--- config.mk ---
export PLATFORM = sky130hd
export DESIGN_NAME = afdsc_frame_fsm
export DESIGN_NICKNAME = d
export VERILOG_FILES = /design/src/design/afdsc_pkg.sv /design/src/design/afdsc_frame_fsm.sv
export SDC_FILE = /design/constraint.sdc
export NUM_CORES = 1
export LEC_CHECK = 0
export BUFFER_PORTS_ARGS = -buffer_cell sky130_fd_sc_hd__buf_4
export CAP_MARGIN = 10
export CELL_PAD_IN_SITES_DETAIL_PLACEMENT = 1
export CELL_PAD_IN_SITES_GLOBAL_PLACEMENT = 1
export CORE_MARGIN = 2
export CORE_UTILIZATION = 35
export DETAILED_ROUTE_END_ITERATION = 7
export HOLD_SLACK_MARGIN = 0.03
export PLACE_DENSITY = 0.75
export SYNTH_ARGS = -nofsm -noshare
export SYNTH_HDL_FRONTEND = slang
export SYNTH_SLANG_ARGS = --single-unit
--- constraint.sdc ---
create_clock -name clk -period 4.1 [get_ports clk]
set_input_delay 0.41 -clock clk [delete_from_list [all_inputs] [get_ports clk]]
set_output_delay 0.41 -clock clk [all_outputs]
set_load 0.05 [all_outputs]
--- src/design/afdsc_pkg.sv ---
// ----------------------------------------------------------------------------
// afdsc_pkg
// Types, codes and helpers shared by the frame digit-sum checker.
// ----------------------------------------------------------------------------
package afdsc_pkg;

	localparam int BYTE_W   = 8;
	localparam int KIND_W   = 2;
	localparam int SUM_W    = 10;
	localparam int NUM_W    = 7;
	localparam int FRAME_W  = 16;

	localparam logic [BYTE_W-1:0] CHAR_ZERO = 8'h30;
	localparam logic [BYTE_W-1:0] CHAR_NINE = 8'h39;
	localparam logic [BYTE_W-1:0] CHAR_CR   = 8'h0D;
	localparam logic [BYTE_W-1:0] CHAR_LF   = 8'h0A;

	typedef enum logic [KIND_W-1:0] {
		KIND_MSG   = 2'd0,
		KIND_OK    = 2'd1,
		KIND_ERROR = 2'd2
	} afdsc_kind_t;

	typedef struct packed {
		afdsc_kind_t        kind;
		logic [BYTE_W-1:0]  msg_byte;
		logic [SUM_W-1:0]   digit_sum;
		logic [NUM_W-1:0]   check_value;
		logic [BYTE_W-1:0]  frame_header;
		logic [FRAME_W-1:0] frame_number;
		logic               first_frame;
	} afdsc_result_t;

	function automatic logic is_digit(input logic [BYTE_W-1:0] c);
		return (c >= CHAR_ZERO) && (c <= CHAR_NINE);
	endfunction

	// low four bits of a digit character are its value
	function automatic logic [3:0] digit_value(input logic [BYTE_W-1:0] c);
		return is_digit(c) ? c[3:0] : 4'd0;
	endfunction

	// acc * 10 + d, kept to the number width
	function automatic logic [NUM_W-1:0] number_next(input logic [NUM_W-1:0] acc,
			input logic [3:0] d);
		logic [NUM_W+3:0] wide;
		wide = {1'b0, acc, 3'b000} + {3'b000, acc, 1'b0} + {{NUM_W{1'b0}}, d};
		return wide[NUM_W-1:0];
	endfunction

endpackage

--- src/design/afdsc_frame_fsm.sv ---
// ----------------------------------------------------------------------------
// afdsc_frame_fsm
// Frame parser: tracks the field position, length, digit sum and checksum,
// and forms at most one result for each accepted byte.
// ----------------------------------------------------------------------------
module afdsc_frame_fsm import afdsc_pkg::*; (
	input  logic              clk,
	input  logic              arst_n,
	input  logic              accept,
	input  logic [BYTE_W-1:0] in_byte,
	output logic              res_push,
	output afdsc_result_t     res
);

	typedef enum logic [5:0] {
		ST_HEADER = 6'b000001,
		ST_LEN1   = 6'b000010,
		ST_LEN2   = 6'b000100,
		ST_MSG    = 6'b001000,
		ST_CHK1   = 6'b010000,
		ST_CHK2   = 6'b100000
	} afdsc_state_t;

	afdsc_state_t       state_q, state_d;
	logic [BYTE_W-1:0]  header_q, header_d;
	logic [NUM_W-1:0]   length_q, length_d;
	logic               ended_q, ended_d;
	logic [NUM_W-1:0]   seen_q, seen_d;
	logic [SUM_W-1:0]   sum_q, sum_d;
	logic [NUM_W-1:0]   check_q, check_d;
	logic [FRAME_W-1:0] frames_q, frames_d;

	logic               digit;
	logic [3:0]         dval;
	logic [NUM_W-1:0]   len_next;
	logic [NUM_W-1:0]   chk_next;
	logic [SUM_W-1:0]   sum_inc;
	logic [NUM_W-1:0]   seen_inc;
	logic [FRAME_W-1:0] frames_inc;

	assign digit      = is_digit(in_byte);
	assign dval       = digit_value(in_byte);
	assign len_next   = number_next(length_q, dval);
	assign chk_next   = number_next(check_q, dval);
	assign sum_inc    = sum_q + {{(SUM_W-4){1'b0}}, dval};
	assign seen_inc   = seen_q + {{(NUM_W-1){1'b0}}, 1'b1};
	assign frames_inc = frames_q + {{(FRAME_W-1){1'b0}}, 1'b1};

	always_comb begin
		state_d  = state_q;
		header_d = header_q;
		length_d = length_q;
		ended_d  = ended_q;
		seen_d   = seen_q;
		sum_d    = sum_q;
		check_d  = check_q;
		frames_d = frames_q;
		res_push = 1'b0;

		res.kind         = KIND_MSG;
		res.msg_byte     = in_byte;
		res.digit_sum    = sum_inc;
		res.check_value  = '0;
		res.frame_header = header_q;
		res.frame_number = frames_q;
		res.first_frame  = 1'b0;

		case (state_q)
			ST_LEN1: begin
				ended_d  = !digit;
				length_d = digit ? {3'b000, dval} : '0;
				state_d  = ST_LEN2;
			end
			ST_LEN2: begin
				if (!ended_q && digit) begin
					length_d = len_next;
				end else begin
					ended_d = 1'b1;
				end
				seen_d  = '0;
				sum_d   = '0;
				state_d = ((!ended_q && digit) ? (len_next == '0) : (length_q == '0))
					? ST_CHK1 : ST_MSG;
			end
			ST_MSG: begin
				res_push = 1'b1;
				sum_d    = sum_inc;
				seen_d   = seen_inc;
				if (seen_inc >= length_q) begin
					state_d = ST_CHK1;
				end
			end
			ST_CHK1: begin
				ended_d = !digit;
				check_d = digit ? {3'b000, dval} : '0;
				state_d = ST_CHK2;
			end
			ST_CHK2: begin
				res_push = 1'b1;
				if (!ended_q && digit) begin
					check_d = chk_next;
				end else begin
					ended_d = 1'b1;
				end
				frames_d         = frames_inc;
				res.kind         = (sum_q == {{(SUM_W-NUM_W){1'b0}}, check_d})
					? KIND_OK : KIND_ERROR;
				res.msg_byte     = '0;
				res.digit_sum    = sum_q;
				res.check_value  = check_d;
				res.frame_number = frames_inc;
				res.first_frame  = (frames_inc == {{(FRAME_W-1){1'b0}}, 1'b1});
				state_d          = ST_HEADER;
			end
			default: begin
				// skip line breaks between frames
				if (in_byte != CHAR_CR && in_byte != CHAR_LF) begin
					header_d = in_byte;
					sum_d    = '0;
					seen_d   = '0;
					state_d  = ST_LEN1;
				end else begin
					state_d = ST_HEADER;
				end
			end
		endcase

		res_push = res_push && accept;
	end

	always_ff @(posedge clk or negedge arst_n) begin
		if (!arst_n) begin
			state_q  <= ST_HEADER;
			header_q <= '0;
			length_q <= '0;
			ended_q  <= 1'b0;
			seen_q   <= '0;
			sum_q    <= '0;
			check_q  <= '0;
			frames_q <= '0;
		end else if (accept) begin
			state_q  <= state_d;
			header_q <= header_d;
			length_q <= length_d;
			ended_q  <= ended_d;
			seen_q   <= seen_d;
			sum_q    <= sum_d;
			check_q  <= check_d;
			frames_q <= frames_d;
		end
	end

endmodule

**Word-level counts from Yosys, hierarchy flattened**

Index checks and enable logic that the tools add are counted.
W data, S select, Z words.

- Add/subtract/negate cells: 7
- $lt $le $gt $ge: 3
- Equal/unequal tests: 12
- Multiplexer cells: 22
- Bitwise gates (word level): 2
- Reductions and logical operators: 24

Operator list:

| kind | number |
|---|---|
| $pmux W10 S3 | 1 |
| $pmux W6 S5 | 1 |
| $mux W7 | 4 |
| $pmux W7 S2 | 2 |
| $mux W27 | 1 |
| $pmux W7 S3 | 1 |
| $mux W17 | 1 |
| $add A16 B1 Y16 const B | 1 |
| $eq A16 B1 Y1 const B | 1 |
| $ne A8 B4 Y1 const B | 2 |
| $add A7 B4 Y7 | 2 |
| $add A7 B7 Y7 | 2 |
| $logic_not A7 Y1 | 2 |
| $reduce_and A3 Y1 | 4 |
| $add A10 B4 Y10 | 1 |
| $eq A10 B7 Y1 | 1 |
| $mux W10 | 1 |
| $ge A8 B6 Y1 const B | 1 |
| $le A8 B6 Y1 const B | 1 |
| $mux W4 | 2 |
| $add A7 B1 Y7 const B | 1 |
| $ge A7 B7 Y1 | 1 |
| $eq A6 B2 Y1 const B | 1 |
| $eq A6 B3 Y1 const B | 1 |
| other kinds (18) | 34 |

- Bits in registers: 62
- Input port bits: 11
- Output and inout port bits: 53
- Word-level logic and storage cells: 78

**Longest topological paths before layout**

- Depth in word-level cells: 9
- Depth in mapped cells: 14
- Gate-level depth less buffers: 12

**Worst setup path before layout**

No wires, ideal clock.

- Path type: input port to output port
- From: input port in_byte[7]
- To: output port res[51] (netlist name)
- Data arrival time: 3.624 ns
- Slack: 0.066 ns
- Stages: 11
- Buffers on the path: 1
- Cell sequence: and4bb_2 buf_4 and3_1 fa_1 inv_1 fa_1 xnor2_1 mux2_2 xnor2_1 and3_1 a31oi_1

RTL lines:

| what | line | text |
|---|---|---|
| from (decl) | afdsc_frame_fsm.sv:10 | `input logic [BYTE_W-1:0] in_byte,` |
| to (decl) | afdsc_frame_fsm.sv:12 | `output afdsc_result_t res` |

==> results.toml <==
[sta]
relSlewSlack_pct = 42.8
skew_ns = 0.00498
maxSlewViolCount = 0
timing_hold_violations_final = 0
setup_tns_ns = 0
worst_slew_pin_slew_ns = 0.858
rsz0062_at_grt = "no"
fmax_ghz = 0.260
setup_viol = 0
fin_crit_sh_pct = 93.7
min_period_ns = 3.84

[floorplan]
start_util_pct = 35.3
ios = 64
die-area_mm2 = 0.0148
die_h_um = 122
fp.dieW_um = 122
rows = 43
core_mm2 = 0.0137

[pwr]
powerDensity_mw_per_mm2 = 508
p_leak_uw = 0.00280
ir_drop_mv = 0.207

[job]
cap_violations = 0

[critical_path]
arrival_ns = 3.43
path_class = "in -> out"
crit_path_top_delay_cell = "fa_1"
r2r_cells = 6
crit_path_end_kind = "output port"
cp_num_cells = 13
critPathLaunchType = "primary input"
crit_path_max_fanout = 4
worst-path-buf-inv = 3
path_cells = "buf_4, and4bb_2, and3_1, fa_1, inv_1, fa_1, nand2b_1, a21oi_1, xnor2_1, xnor2_1, o41ai_2, and4_1, buf_4"
path_delay_family = "adder cells"
required_ns = 3.69
max_stage_delay_ns = 0.52

[synth]
syn_area_per_cell_um2 = 8.80
synth_edf_count = 0
synth-async-reset-ratio_pct = 100
synth_cell_types = 65
ys.flop_type = "dfrtp_1"
synth_fp_nets = 594
yosys_warnings = 0
synth_seq_cells = 62
synth_seq_area_share_pct = 32.0
syn-cell-area_mm2 = 0.00485
synthCells = 551

[drt]
drtPass1Iterations = 4
num_vias = 4138
ant_nets = 0
wirelength_mm = 13.6
drc_errors = 0
routedWlPerCell_um = 17.5
viasPerCell = 5.34
first_iter_violations = 190

[final_layout]
final_layout_size_suffix_gt1_share_pct = 19.0
seqCellArea_mm2 = 0.00155
final_nets = 633
final_core_util_pct = 41.8
multi_input_area_mm2 = 0.00299
diodes = 0
fillers = 1612
syn_to_final_growth_pct = 18.2

[global_route]
grt_pass1_vias = 4411
grt_pass1_wl_mm = 22.4
gr-usage-all-layers_pct = 19.1
grt-ovfl-total = 0
antenna_found_initial = 0
grt_max_degree = 63

[clock_tree]
clk_pin_slew_ns = 0.05
cts_sinks = 62
cts_buffers = 9
insertion_delay_ns = 0.34
cts_tree = "done"
clockRootBuffer = "clkbuf_16"
clockBufferDepth = 2
h-tree-depth = 3

[placed_design]
finalWeightedCongestion = 0.837
port_buffers = 63
dp_hpwl_mm = 9.97

[run_status]
status = "complete, no violations"

[worst_hold_path]
min_path_type = "in -> async"
==> worst paths after layout <==
kind,start,end,slack [ns]
worst min-delay path,arst_n,seen_q[4]$_DFFE_PN0P_,0.17
max in group asynchronous,arst_n,sum_q[4]$_DFFE_PN0P_,3.36
worst min register to register,length_q[6]$_DFFE_PN0P_,length_q[6]$_DFFE_PN0P_,0.51
worst max-delay path,in_byte[5],res[50],0.26
worst max register to register,state_q[1]$_DFFE_PN0P_,sum_q[6]$_DFFE_PN0P_,1.30
min in group clk,in_byte[7],header_q[7]$_DFFE_PN0P_,0.33
==> cell usage after synthesis, drive strengths merged, types with 5 or more instances <==
| cell | n | area, um^2 |
|---|---|---|
| dfrtp | 61 | 1530 |
| nand2 | 49 | 191 |
| nor2 | 48 | 180 |
| xor2 | 37 | 324 |
| xnor2 | 32 | 280 |
| buf | 28 | 158 |
| ha | 27 | 338 |
| inv | 27 | 101 |
| nand3 | 27 | 140 |
| o21ai | 27 | 135 |
| a21oi | 21 | 109 |
| nor3 | 18 | 101 |
| and2 | 16 | 100 |
| mux2 | 16 | 184 |
| clkbuf | 12 | 45.0 |
| a22o | 10 | 87.6 |
| and3 | 10 | 62.6 |
| nand2b | 8 | 50.1 |
| nor4 | 7 | 50.1 |
| o31ai | 7 | 66.3 |
| a21o | 5 | 37.5 |
| fa | 5 | 100 |
| nand3b | 5 | 41.3 |
| nand4 | 5 | 37.5 |
==> cells in the final DEF (no fill, tap or decap), types with 5 or more instances in the layout <==
master	n
ha_1	27
and3_1	10
a22o_1	10
xnor2_1	32
clkbuf_16	9
and2_1	16
nor3_1	17
buf_4	68
nand3_1	26
dfrtp_1	61
a21o_1	5
inv_1	27
nor4_1	6
a21oi_1	20
nor2_1	48
xor2_1	37
nand2b_1	8
mux2_2	14
fa_1	5
nand2_1	48
o31ai_1	6
o21ai_0	26
==> routing by layer <==
metal | part of all wire, % | vias to the layer above | track usage [%] | wire [um]
met5 | 0 | - | 0 | 0
met4 | 1.2 | 0 | 5.75 | 168
met3 | 2.7 | 15 | 3.14 | 363
met2 | 52 | 55 | 33.7 | 7040
met1 | 44 | 2105 | 24.1 | 6020
li1 | - | 1963 | - | -
==> power by group <==
group          internal, uW  switching, uW
combinational           418            754
clock                   627            284
sequential              712            117
==> what timing repair did <==
action | in CTS | in global routing
hold buffers | 0 | 0
setup endpoints to repair | 0 | 1
resized for setup | 0 | 0
buffers inserted | 0 | 0
==> registers in the layout, indices dropped and copies added, names as in the netlist <==
name,count
frames_q,16
sum_q,10
header_q,8
check_q,7
length_q,7
seen_q,7
state_q,6
ended_q,1
==> final cells by class <==
cell class | instances | area share, %
sequential | 62 | 27.1
multi-input combinational | 422 | 52.2
timing repair buffer | 68 | 8.90
clock inverter | 3 | 1.57
clock buffer | 13 | 4.54
inverter | 27 | 1.77
tap | 180 | 3.93
==> through the flow <==
stage | instances | instance area [um^2] | setup WS (ns) | hold WS (ns) | power [uW]
finish | 775 | 5730 | 0.258 | 0.173 | 2910
floorplan | 551 | 4850 | 0.0657 | 0.114 | 1670
global route | 775 | 5730 | 0.0443 | 0.246 | 3070
global placement | 759 | 5380 | 0.296 | 0.492 | 1960
detailed placement | 759 | 5380 | 0.180 | 0.500 | 2010
CTS | 775 | 5730 | 0.189 | 0.216 | 2940
==> cells by family (layout without fill, tap and decap cells) <==
logic type      count (synthesis)  count (layout)  synth area share, %
fa+ha+maj                      32              32                 9.03
simple gates                  209             209                 22.3
xor+xnor                       69              69                 12.5
compound gates                 92              92                 13.3
mux                            20              20                 4.62
flops                          62              62                 32.0
buf+inv                        67             111                 6.27
No activity file was read; power rests on OpenSTA's default activity.
